--- config.mk ---
export PLATFORM = sky130hd
export DESIGN_NAME = ipv6_neighbor_state_machine
export DESIGN_NICKNAME = d
export VERILOG_FILES = /design/src/design/nsm_pkg.sv /design/src/design/nsm_regs.sv /design/src/design/nsm_fsm.sv /design/src/design/ipv6_neighbor_state_machine.sv
export SDC_FILE = /design/constraint.sdc
export NUM_CORES = 1
export LEC_CHECK = 0
export BUFFER_PORTS_ARGS = -buffer_cell sky130_fd_sc_hd__buf_4
export CAP_MARGIN = 20
export CORE_MARGIN = 2
export CORE_UTILIZATION = 42
export DETAILED_ROUTE_END_ITERATION = 8
export PLACE_DENSITY = 0.66
export SYNTH_ARGS = -nofsm -noshare
export SYNTH_HDL_FRONTEND = slang
export SYNTH_SLANG_ARGS = --single-unit
--- constraint.sdc ---
create_clock -name i_clk -period 3.8 [get_ports i_clk]
set_input_delay 0.76 -clock i_clk [delete_from_list [all_inputs] [get_ports i_clk]]
set_output_delay 0.76 -clock i_clk [all_outputs]
set_load 0.02 [all_outputs]
--- src/design/nsm_pkg.sv ---
`default_nettype none

package nsm_pkg;

    typedef enum logic [2:0] {
        ST_NONE       = 3'd0,
        ST_INCOMPLETE = 3'd1,
        ST_REACHABLE  = 3'd2,
        ST_STALE      = 3'd3,
        ST_DELAY      = 3'd4,
        ST_PROBE      = 3'd5
    } t_state;

    typedef enum logic [2:0] {
        OP_NS_IN          = 3'd0,
        OP_NA_IN          = 3'd1,
        OP_PKT_OUT        = 3'd2,
        OP_RETRANSMIT_EXP = 3'd3,
        OP_DELAY_EXP      = 3'd4,
        OP_REACHABLE_EXP  = 3'd5,
        OP_FORCE_STATE    = 3'd6
    } t_op;

    localparam logic [1:0] REG_RETRANSMIT  = 2'd0;
    localparam logic [1:0] REG_DELAY       = 2'd1;
    localparam logic [1:0] REG_REACHABLE   = 2'd2;
    localparam logic [1:0] REG_MAX_RETRIES = 2'd3;

    localparam logic [15:0] RETRANSMIT_RESET  = 16'd1000;
    localparam logic [15:0] DELAY_RESET       = 16'd5000;
    localparam logic [15:0] REACHABLE_RESET   = 16'd30000;
    localparam logic [3:0]  MAX_RETRIES_RESET = 4'd6;

    localparam logic [3:0] RETRY_MAX = 4'd15;

    typedef struct packed {
        logic [15:0] retransmit_ms;
        logic [15:0] delay_ms;
        logic [15:0] reachable_ms;
        logic [3:0]  max_retries;
    } t_cfg;

    typedef struct packed {
        logic [2:0]  operation;
        logic [47:0] peer_mac;
        logic        solicited_flag;
        logic        override_flag;
        logic        route_already_absent;
        logic [2:0]  forced_state;
        logic [3:0]  forced_retry;
    } t_event;

    typedef struct packed {
        t_state      cur_state;
        t_state      prior_state;
        logic [47:0] cached_mac;
        logic [3:0]  retries;
        logic        send_solicit;
        logic        start_retransmit;
        logic        start_delay;
        logic        start_reachable;
        logic        delete_route;
        logic        resolved;
    } t_result;

endpackage

`default_nettype wire

--- src/design/nsm_regs.sv ---
`default_nettype none

module nsm_regs
    import nsm_pkg::*;
(
    input  wire logic        i_clk,
    input  wire logic        i_rst_n,
    input  wire logic        psel,
    input  wire logic        penable,
    input  wire logic        pwrite,
    input  wire logic [3:0]  paddr,
    input  wire logic [31:0] pwdata,
    output logic      [31:0] prdata,
    output logic             pready,
    output t_cfg             o_cfg
);

    t_cfg r_cfg;
    logic w_write;

    assign pready  = 1'b1;
    assign w_write = psel && penable && pwrite && pready;

    always_ff @(posedge i_clk) begin
        if (!i_rst_n) begin
            r_cfg.retransmit_ms <= RETRANSMIT_RESET;
            r_cfg.delay_ms      <= DELAY_RESET;
            r_cfg.reachable_ms  <= REACHABLE_RESET;
            r_cfg.max_retries   <= MAX_RETRIES_RESET;
        end else if (w_write) begin
            unique case (paddr[3:2])
                REG_RETRANSMIT:  r_cfg.retransmit_ms <= pwdata[15:0];
                REG_DELAY:       r_cfg.delay_ms      <= pwdata[15:0];
                REG_REACHABLE:   r_cfg.reachable_ms  <= pwdata[15:0];
                REG_MAX_RETRIES: r_cfg.max_retries   <= pwdata[3:0];
                default: ;
            endcase
        end
    end

    always_comb begin
        unique case (paddr[3:2])
            REG_RETRANSMIT:  prdata = {16'd0, r_cfg.retransmit_ms};
            REG_DELAY:       prdata = {16'd0, r_cfg.delay_ms};
            REG_REACHABLE:   prdata = {16'd0, r_cfg.reachable_ms};
            REG_MAX_RETRIES: prdata = {28'd0, r_cfg.max_retries};
            default:         prdata = 32'd0;
        endcase
    end

    assign o_cfg = r_cfg;

endmodule

`default_nettype wire

--- src/design/nsm_fsm.sv ---
`default_nettype none

module nsm_fsm
    import nsm_pkg::*;
(
    input  wire logic   i_clk,
    input  wire logic   i_rst_n,
    input  wire t_cfg   i_cfg,
    input  wire t_event i_event,
    input  wire logic   i_step,
    output t_result     o_result
);

    t_state      r_state;
    t_state      r_prev;
    logic [47:0] r_mac;
    logic [3:0]  r_retry;

    t_state      n_state;
    t_state      n_prev;
    logic [47:0] n_mac;
    logic [3:0]  n_retry;

    t_state      goto_tgt;
    logic        do_goto;
    logic        differs;
    logic        retry_ok;
    logic        retx_en;
    logic [3:0]  retry_inc;
    logic        req_solicit;
    logic        req_retx;
    logic        req_delay;
    logic        req_reach;
    logic        req_delete;

    assign differs   = i_event.peer_mac != r_mac;
    assign retry_ok  = r_retry < i_cfg.max_retries;
    assign retx_en   = i_cfg.retransmit_ms != 16'd0;
    assign retry_inc = (r_retry == RETRY_MAX) ? r_retry : r_retry + 4'd1;

    always_ff @(posedge i_clk) begin
        if (!i_rst_n) begin
            r_state <= ST_NONE;
            r_prev  <= ST_NONE;
            r_mac   <= 48'd0;
            r_retry <= 4'd0;
        end else if (i_step) begin
            r_state <= n_state;
            r_prev  <= n_prev;
            r_mac   <= n_mac;
            r_retry <= n_retry;
        end
    end

    always_comb begin
        n_state     = r_state;
        n_prev      = r_prev;
        n_mac       = r_mac;
        n_retry     = r_retry;
        do_goto     = 1'b0;
        goto_tgt    = r_state;
        req_solicit = 1'b0;
        req_retx    = 1'b0;
        req_delay   = 1'b0;
        req_reach   = 1'b0;
        req_delete  = 1'b0;

        unique case (i_event.operation)
            OP_NS_IN: begin
                priority if (r_state == ST_NONE) begin
                    n_mac    = i_event.peer_mac;
                    do_goto  = 1'b1;
                    goto_tgt = ST_STALE;
                end else if (r_state == ST_STALE) begin
                    n_mac = i_event.peer_mac;
                end else if (differs) begin
                    n_mac    = i_event.peer_mac;
                    do_goto  = 1'b1;
                    goto_tgt = ST_STALE;
                end
            end
            OP_NA_IN: begin
                priority if (r_state == ST_INCOMPLETE) begin
                    n_mac    = i_event.peer_mac;
                    do_goto  = 1'b1;
                    goto_tgt = i_event.solicited_flag ? ST_REACHABLE : ST_STALE;
                end else if (r_state == ST_NONE) begin
                end else if (!i_event.solicited_flag) begin
                    if (i_event.override_flag && differs) begin
                        n_mac    = i_event.peer_mac;
                        do_goto  = 1'b1;
                        goto_tgt = ST_STALE;
                    end
                end else if (r_state == ST_REACHABLE) begin
                    if (!i_event.override_flag) begin
                        if (differs) begin
                            do_goto  = 1'b1;
                            goto_tgt = ST_STALE;
                        end
                    end else begin
                        n_mac = i_event.peer_mac;
                    end
                end else if (i_event.override_flag) begin
                    n_mac    = i_event.peer_mac;
                    do_goto  = 1'b1;
                    goto_tgt = ST_REACHABLE;
                end
            end
            OP_PKT_OUT: begin
                priority if (r_state == ST_NONE) begin
                    req_solicit = 1'b1;
                    if (retx_en) begin
                        n_retry  = retry_inc;
                        req_retx = 1'b1;
                    end
                    do_goto  = 1'b1;
                    goto_tgt = ST_INCOMPLETE;
                end else if (r_state == ST_STALE) begin
                    req_delay = i_cfg.delay_ms != 16'd0;
                    do_goto   = 1'b1;
                    goto_tgt  = ST_DELAY;
                end
            end
            OP_RETRANSMIT_EXP: begin
                priority if (r_state == ST_INCOMPLETE || r_state == ST_PROBE) begin
                    if (retry_ok) begin
                        req_solicit = 1'b1;
                        if (retx_en) begin
                            n_retry  = retry_inc;
                            req_retx = 1'b1;
                        end
                    end else begin
                        req_delete = 1'b1;
                        if (!i_event.route_already_absent) begin
                            n_retry = 4'd0;
                        end
                    end
                end else if (r_state == ST_REACHABLE) begin
                    if (retry_ok) begin
                        req_solicit = 1'b1;
                        if (retx_en) begin
                            n_retry  = retry_inc;
                            req_retx = 1'b1;
                        end
                    end else begin
                        do_goto  = 1'b1;
                        goto_tgt = ST_STALE;
                    end
                end
            end
            OP_DELAY_EXP: begin
                if (r_state == ST_DELAY || r_state == ST_PROBE) begin
                    req_solicit = 1'b1;
                    if (retx_en) begin
                        n_retry  = retry_inc;
                        req_retx = 1'b1;
                    end
                    do_goto  = 1'b1;
                    goto_tgt = ST_PROBE;
                end
            end
            OP_REACHABLE_EXP: begin
                if (r_state == ST_REACHABLE) begin
                    do_goto  = 1'b1;
                    goto_tgt = ST_STALE;
                end
            end
            OP_FORCE_STATE: begin
                n_mac = 48'd0;
                if (r_state == ST_STALE) begin
                    n_retry = i_event.forced_retry;
                end
                if (i_event.forced_state <= 3'(ST_PROBE)) begin
                    do_goto  = 1'b1;
                    goto_tgt = t_state'(i_event.forced_state);
                end
            end
            default: ;
        endcase

        if (do_goto) begin
            if (goto_tgt != r_state) begin
                n_prev  = r_state;
                n_state = goto_tgt;
            end
            unique case (goto_tgt)
                ST_INCOMPLETE, ST_DELAY, ST_PROBE: n_retry = 4'd0;
                ST_REACHABLE: req_reach = i_cfg.reachable_ms != 16'd0;
                default: ;
            endcase
        end
    end

    always_comb begin
        o_result.cur_state        = n_state;
        o_result.prior_state      = n_prev;
        o_result.cached_mac       = n_mac;
        o_result.retries          = n_retry;
        o_result.send_solicit     = req_solicit;
        o_result.start_retransmit = req_retx;
        o_result.start_delay      = req_delay;
        o_result.start_reachable  = req_reach;
        o_result.delete_route     = req_delete;
        o_result.resolved         = (n_state != ST_NONE) && (n_state != ST_INCOMPLETE);
    end

endmodule

`default_nettype wire

--- src/design/ipv6_neighbor_state_machine.sv ---
// IPv6 neighbor cache entry state machine for one neighbor.
// Input channel: i_in_valid / o_in_stall carry one event word (operation,
// MAC, advertisement flags, forced state and retry). A word is taken at a
// rising edge with i_in_valid high and o_in_stall low.
// Output channel: o_out_valid / i_out_stall carry one result word per event:
// new state, prior state, cached MAC, retry count, the solicit, timer start
// and route delete requests, and the resolved flag.
// An event that is taken is registered in the input stage, runs through
// the next-state logic and lands in the result register when no stalled
// result holds the output. Throughput: one event per cycle while no result
// is stalled; the entry state updates in the same cycle that the event
// moves from the input stage to the result register.
// Stall: while i_out_stall holds a result, the input stage keeps one more
// event and then raises o_in_stall; nothing is dropped.
// Reset (i_rst_n low, synchronous): both stages empty, state none, prior
// state none, MAC and retry count zero, registers to 1000/5000/30000/6.
// Configuration: APB registers retransmit_ms, delay_ms, reachable_ms and
// max_retries at byte addresses 0, 4, 8 and 12; pready is always high.
`default_nettype none

module ipv6_neighbor_state_machine
    import nsm_pkg::*;
(
    input  wire logic        i_clk,
    input  wire logic        i_rst_n,

    input  wire logic        psel,
    input  wire logic        penable,
    input  wire logic        pwrite,
    input  wire logic [3:0]  paddr,
    input  wire logic [31:0] pwdata,
    output logic      [31:0] prdata,
    output logic             pready,

    input  wire logic        i_in_valid,
    output logic             o_in_stall,
    input  wire logic [2:0]  i_operation,
    input  wire logic [47:0] i_peer_mac,
    input  wire logic        i_solicited_flag,
    input  wire logic        i_override_flag,
    input  wire logic        i_route_already_absent,
    input  wire logic [2:0]  i_forced_state,
    input  wire logic [3:0]  i_forced_retry,

    output logic             o_out_valid,
    input  wire logic        i_out_stall,
    output logic      [2:0]  o_cur_state,
    output logic      [2:0]  o_prior_state,
    output logic      [47:0] o_cached_mac,
    output logic      [3:0]  o_retries,
    output logic             o_send_solicit,
    output logic             o_start_retransmit,
    output logic             o_start_delay,
    output logic             o_start_reachable,
    output logic             o_delete_route,
    output logic             o_resolved
);

    t_cfg    w_cfg;
    t_result w_result;
    logic    w_adv;
    logic    w_take;

    logic    r_in_valid;
    t_event  r_event;
    logic    r_out_valid;
    t_result r_result;

    nsm_regs u_regs (
        .i_clk   (i_clk),
        .i_rst_n (i_rst_n),
        .psel    (psel),
        .penable (penable),
        .pwrite  (pwrite),
        .paddr   (paddr),
        .pwdata  (pwdata),
        .prdata  (prdata),
        .pready  (pready),
        .o_cfg   (w_cfg)
    );

    assign w_adv      = !r_out_valid || !i_out_stall;
    assign o_in_stall = r_in_valid && !w_adv;
    assign w_take     = i_in_valid && !o_in_stall;

    nsm_fsm u_fsm (
        .i_clk    (i_clk),
        .i_rst_n  (i_rst_n),
        .i_cfg    (w_cfg),
        .i_event  (r_event),
        .i_step   (r_in_valid && w_adv),
        .o_result (w_result)
    );

    always_ff @(posedge i_clk) begin
        if (!i_rst_n) begin
            r_in_valid  <= 1'b0;
            r_out_valid <= 1'b0;
        end else begin
            if (w_take) begin
                r_in_valid <= 1'b1;
            end else if (w_adv) begin
                r_in_valid <= 1'b0;
            end
            if (w_adv) begin
                r_out_valid <= r_in_valid;
            end
        end
    end

    always_ff @(posedge i_clk) begin
        if (w_take) begin
            r_event.operation            <= i_operation;
            r_event.peer_mac             <= i_peer_mac;
            r_event.solicited_flag       <= i_solicited_flag;
            r_event.override_flag        <= i_override_flag;
            r_event.route_already_absent <= i_route_already_absent;
            r_event.forced_state         <= i_forced_state;
            r_event.forced_retry         <= i_forced_retry;
        end
        if (w_adv && r_in_valid) begin
            r_result <= w_result;
        end
    end

    assign o_out_valid        = r_out_valid;
    assign o_cur_state        = r_result.cur_state;
    assign o_prior_state      = r_result.prior_state;
    assign o_cached_mac       = r_result.cached_mac;
    assign o_retries          = r_result.retries;
    assign o_send_solicit     = r_result.send_solicit;
    assign o_start_retransmit = r_result.start_retransmit;
    assign o_start_delay      = r_result.start_delay;
    assign o_start_reachable  = r_result.start_reachable;
    assign o_delete_route     = r_result.delete_route;
    assign o_resolved         = r_result.resolved;

endmodule

`default_nettype wire

Yosys cells after proc, flatten, opt, wreduce, memory -nomap -nowiden. Cells that the tools add are included.

Add/sub/neg operators: 1. Order comparisons: 2. Equality and inequality tests: 22. Multiplexer cells: 80. Bitwise gates (word level): 2. Reduce and logical (&&, ||, !) cells: 30.

Operator list (count): 2-to-1 mux 48 bit (8); one-hot mux 48 bit (3 select lines) (1); one-hot mux 32 bit (4 select lines) (1); 2-to-1 mux 3 bit (22); 2-to-1 mux 4 bit (12); inequality test 48 bit (1); nonzero test 16 bit (3); 2-to-1 mux 1 bit (31); equality test 3 bit (second input constant) (7); one-hot mux 3 bit (7 select lines) (1); one-hot mux 4 bit (4 select lines) (1); equality test 3 x 2 -> 1 bit (second input constant) (5); AND reduction 2 bit (6); equality test 3 x 1 -> 1 bit (second input constant) (3); logical AND 1 bit (7); one-hot mux 1 bit (7 select lines) (1); logical NOT 3 bit (2); one-hot mux 1 bit (3 select lines) (2); OR reduction 3 bit (2); adder 4 x 1 -> 4 bit (second input constant) (1); equality test 2 bit (second input constant) (2); equality test 4 bit (second input constant) (1); logical NOT 1 bit (4); less-than comparator 4 bit (1); 9 further kinds (12).

Flip-flop bits (word level): 237. Bits of input ports: 104. Logic and storage cells: 164.

Depth between registers and ports, before layout.
Depth in word-level cells: 13. Gate-level depth with buffers: 11.

Cells and area by module. Synthesis repeated with hierarchy kept, for this count alone.

Cell total of the unflattened synthesis: 886. Area total of the unflattened synthesis: 10595.2 um^2.

By module, submodules not included: nsm_fsm (times used 1, cells each 484, area an instance 4261.6 um^2, sequential area each 1161.1 um^2); ipv6_neighbor_state_machine (times used 1, cells each 133, area an instance 3837.4 um^2, sequential area each 3793.6 um^2); nsm_regs (times used 1, cells each 269, area an instance 2496.1 um^2, sequential area each 1041.0 um^2).

Worst setup path after synthesis. OpenSTA, ideal clock, no wires.

Path kind: in2reg. Start point: in i_out_stall. End point: reg r_event[0] in the netlist's numbering, enable pin. Library setup time: 0.486 ns. Data arrival time: 3.754 ns. Required time: 3.314 ns. Setup slack: -0.440 ns. Cell stages on the path: 2. Buffers on the path: 0. Cells stage by stage: and3_1 -> nor2b_1.

Word-level cells in the longest chain between the ends: 6.

Ends and longest elaborated chain: start: declaration (RTL line ipv6_neighbor_state_machine.sv:46) `input wire logic i_out_stall,`; logical NOT 1 bit (RTL line ipv6_neighbor_state_machine.sv:82) `assign w_adv = !r_out_valid || !i_out_stall;`; logical OR 1 bit (RTL line ipv6_neighbor_state_machine.sv:82); logical NOT 1 bit (RTL line ipv6_neighbor_state_machine.sv:83) `assign o_in_stall = r_in_valid && !w_adv;`; logical AND 1 bit (RTL line ipv6_neighbor_state_machine.sv:83); logical NOT 1 bit (RTL line ipv6_neighbor_state_machine.sv:84) `assign w_take = i_in_valid && !o_in_stall;`; logical AND 1 bit (RTL line ipv6_neighbor_state_machine.sv:84); net w_take (RTL line ipv6_neighbor_state_machine.sv:62) `logic w_take;`; end: declaration (RTL line ipv6_neighbor_state_machine.sv:65) `t_event r_event;`.

The timed path passes the listed nets, and every way through them passes these cells. A chain may end at the register's enable or synchronous reset.

Worst setup path after layout.
Start point: reg r_event[46] in the netlist's numbering. End point: reg r_result (netlist bit o_prior_state[2]) (data pin).

Word-level cells in the longest chain between the ends: 11. Elaborated cells between the ends (all ways): 25. Classes of those cells: eq/ne: 2; mux: 22; reduce/logical: 1.

Ends and longest elaborated chain: inequality test 48 bit * (RTL line nsm_fsm.sv:36) `assign differs = i_event.peer_mac != r_mac;`; 2-to-1 mux 3 bit (RTL line nsm_fsm.sv:76, nsm_fsm.sv:96); 2-to-1 mux 3 bit (RTL line nsm_fsm.sv:95) `if (!i_event.override_flag) begin`; 2-to-1 mux 3 bit (RTL line nsm_fsm.sv:94) `end else if (r_state == ST_REACHABLE) begin`; 2-to-1 mux 3 bit (RTL line nsm_fsm.sv:88) `end else if (!i_event.solicited_flag) begin`; 2-to-1 mux 3 bit (RTL line nsm_fsm.sv:87) `end else if (r_state == ST_NONE) begin`; 2-to-1 mux 3 bit (RTL line nsm_fsm.sv:83) `priority if (r_state == ST_INCOMPLETE) begin`; one-hot mux 3 bit (7 select lines) (RTL line nsm_fsm.sv:68) `unique case (i_event.operation)`; inequality test 3 bit (RTL line nsm_fsm.sv:182) `if (goto_tgt != r_state) begin`; 2-to-1 mux 3 bit (RTL line nsm_fsm.sv:182); 2-to-1 mux 3 bit * (RTL line nsm_fsm.sv:181) `if (do_goto) begin`; net u_fsm.n_prev[2] (RTL line nsm_fsm.sv:20) `t_state n_prev;`; end signal: assignment (RTL line ipv6_neighbor_state_machine.sv:122) `r_result <= w_result;`; end: declaration (RTL line ipv6_neighbor_state_machine.sv:67) `t_result r_result;`.

The timed path passes the listed nets; every way through them passes the cells marked *.

==> reports/metrics.yaml <==
sta:
  setup_viol: 0
  maxSlewHeadroom_pct: 28.3
  finalCriticalPeriod_ps: 3170
  clock_skew_ps: 16.5
  fin_crit_sh_pct: 83.3
  hold_violations: 0
  rsz0062_at_grt: "false"
  drv_slew: 0
  tightest_slew_ps: 1080
  fmax_ghz: 0.316
  fin_setup_tns_ps: 0
pwr:
  leakage_nw: 5.11
  finalPower_mw: 6.12
  peakVddDrop_mv: 0.352
  p_per_area_nw_per_um2: 477
clock_tree:
  hold_buffers: 0
  clk_pin_slew_ps: 60
  ctsResizeCount: 0
  cts_buffers: 25
  clock-root-buffer: "clkbuf_16"
  clock_latency_ps: 530
  clockBufferDepth: 3
  htree_levels: 1
  cts_sinks: 237
  cts_setup_buffers: 0
  cts_tree: "built"
synth:
  syn_area_per_cell_sq_um: 11.3
  yosysWarnings: 0
  synth-seq-area-share_pct: 57.6
  synthTopCellsByArea: "edfxtp_1 (36%), dfxtp_1 (22%), a22o_1 (8.2%)"
  syn_inst: 923
  synth_edf_count: 125
  synth_ff_type: "edfxtp_1"
  synth-async-reset-ratio_pct: 0
  netlist_area_sq_um: 10400
  yosys.area.top_type_share_pct: 36.1
  ys_ff_latch: 237
  yosys.area.top_type: "edfxtp_1"
  ys_types: 70
setup_path:
  crit_path_start: "r_event[46]$_DFFE_PP_"
  crit_top_cell: "o21ai_1"
  r2r-start: "r_event[46]$_DFFE_PP_"
  crit_slowest_cell: "nor4b_1"
  arrival_ps: 3430
  cp-endpoint: "o_prior_state[2]$_DFFE_PP_"
  slowest_delay_ps: 620
  reg2reg_depth: 8
  r2r-end: "o_prior_state[2]$_DFFE_PP_"
  worstPathRequired_ps: 4060
  criticalPathCategory: "reg -> reg"
  path_max_fanout: 3
  crit_path_end_kind: "flip-flop"
  r2r_slack_ps: 630
  cp_cell_sequence: "xor2_1 > nor4_1 > nand4_1 > nor4b_1 > o21ai_1 > a211oi_1 > o21ai_1 > mux2_1"
  setup.worst_path.start_class: "flip-flop"
place:
  io_buffers: 167
  routabilityCongestion: 0.854
  dpl.cell_count: 1376
  dp_hpwl_mm: 16.9
  dpl_cell_area_sq_um: 11900
floorplanning:
  core_area_sq_um: 24300
  rows: 57
  dieArea_sq_um: 26100
  die_x_um: 161
  die_h_um: 161
  start_util_pct: 42.8
  pin_count: 203
flow_run:
  max-cap-violations: 0
finish:
  diodes: 0
  design_area_sq_um: 12800
  layout.nets: 1187
  fin_cells: 1422
  layout-drive-gt1-share_pct: 22.5
  area_growth_pct: 23.3
drt:
  drc: 0
  dr.pass1.iters: 5
  ant_nets: 0
  routed_wl_mm: 25.9
  vias: 7717
  drt-wirelength-per-cell_um: 18.2
  drt_iter0_drc: 834
  via_per_inst: 5.43
grt:
  overflow: 0
  grt_pass1_vias: 7247
  grt_max_degree: 71
  grt_use_total_pct: 19.2
  grt_pass1_wl_mm: 40.0
  grt_antenna_before_repair: 0
outcome:
  status: "finished clean"
min_path:
  holdPathStages: 1
  hp-class: "in -> reg"
  min_from: "i_peer_mac[9]"
area by class of cell:
type / count / area, sq um
clock buffer: 34 / 709
clock inverter: 12 / 216
fill: 2138 / 11500
inverter: 11 / 41.3
multi-input combinational: 619 / 4070
sequential: 237 / 6000
tap: 324 / 405
timing repair buffer: 185 / 1400
cells in the final DEF, fill, tap and decap left out, types with 25 or more instances in the layout:
master,instances
edfxtp_1,125
o21ai_0,27
nand2_1,144
a22o_1,98
clkbuf_16,25
a21boi_0,34
dfxtp_1,112
xor2_1,49
nand3_1,27
buf_4,184
registers in the layout, indices dropped and copies added, names as in the netlist:
| register | flops |
|---|---|
| u_fsm.r_prev | 3 |
| o_cached_mac | 48 |
| o_start_delay | 1 |
| u_fsm.r_mac | 48 |
| o_send_solicit | 1 |
| r_event | 61 |
| o_start_reachable | 1 |
| o_start_retransmit | 1 |
| o_out_valid | 1 |
| o_resolved | 1 |
| o_cur_state | 3 |
| u_fsm.r_state | 3 |
| u_regs.o_cfg | 52 |
| o_retries | 4 |
| o_prior_state | 3 |
| r_in_valid | 1 |
| o_delete_route | 1 |
| u_fsm.r_retry | 4 |
synthesized netlist by cell type, types with 16 or more instances:
library cell / instances
xor2_1: 49
o21ai_0: 27
a21oi_1: 20
nand3_1: 27
buf_4: 19
nor2_1: 23
edfxtp_1: 125
mux2i_1: 20
clkbuf_1: 29
buf_2: 16
a21boi_0: 34
a22o_1: 98
nand2_1: 144
nor4_1: 24
dfxtp_1: 112
report_power, final:
group | switching, mW | total, mW | internal [mW] | leakage, nW
Sequential | 0.0674 | 2.86 | 2.80 | 2.13
Combinational | 0.321 | 0.549 | 0.228 | 2.52
Clock | 0.996 | 2.71 | 1.71 | 0.455
Total | 1.38 | 6.12 | 4.74 | 5.11
cell families (layout without fill, tap and decap cells):
group | Yosys count | count (layout) | share of synthesized area (%)
AOI/OAI and AO/OA | 239 | 239 | 17.5
adders and majority gates | 4 | 4 | 0.481
and+or+nand+nor | 282 | 282 | 12.9
other | 2 | 17 | 0.0722
muxes | 27 | 27 | 3.11
DFF | 237 | 237 | 57.6
buffers and inverters | 82 | 242 | 4.12
xor gates and xnor gates | 50 | 50 | 4.21
per-stage QoR:
stage               setup slack (ps)  hold slack, ps  utilization (%)
floorplan                       63.9             431                -
global placement                 663             439             49.0
detailed placement               640             451             49.0
CTS                              611             387             52.8
global route                     426             382             52.8
finish                           635             405             52.8
worst min-delay path by stage:
stage                                         endpoint
after floorplan           u_fsm.r_prev[1]$_SDFFE_PN0P_
after CTS                        r_event[54]$_DFFE_PP_
after global routing             r_event[38]$_DFFE_PP_
after global placement    u_fsm.r_prev[2]$_SDFFE_PN0P_
after detailed placement  u_fsm.r_prev[2]$_SDFFE_PN0P_
final                            r_event[19]$_DFFE_PP_
critical path, delay by kind of cell, from the launching register on:
kind	cells	cell delay [ps]
xor gates and xnor gates	1	200
muxes	1	330
and+or+nand+nor	3	1370
DFF	1	430
AOI/OAI and AO/OA	3	570
layer usage:
layer | GRT usage [%] | routed length [um]
met1 | 28.6 | 12200
met4 | 4.79 | 499
met3 | 3.00 | 1530
met2 | 29.4 | 11700
met5 | 0 | 0
(Power assumes the default switching activity.)
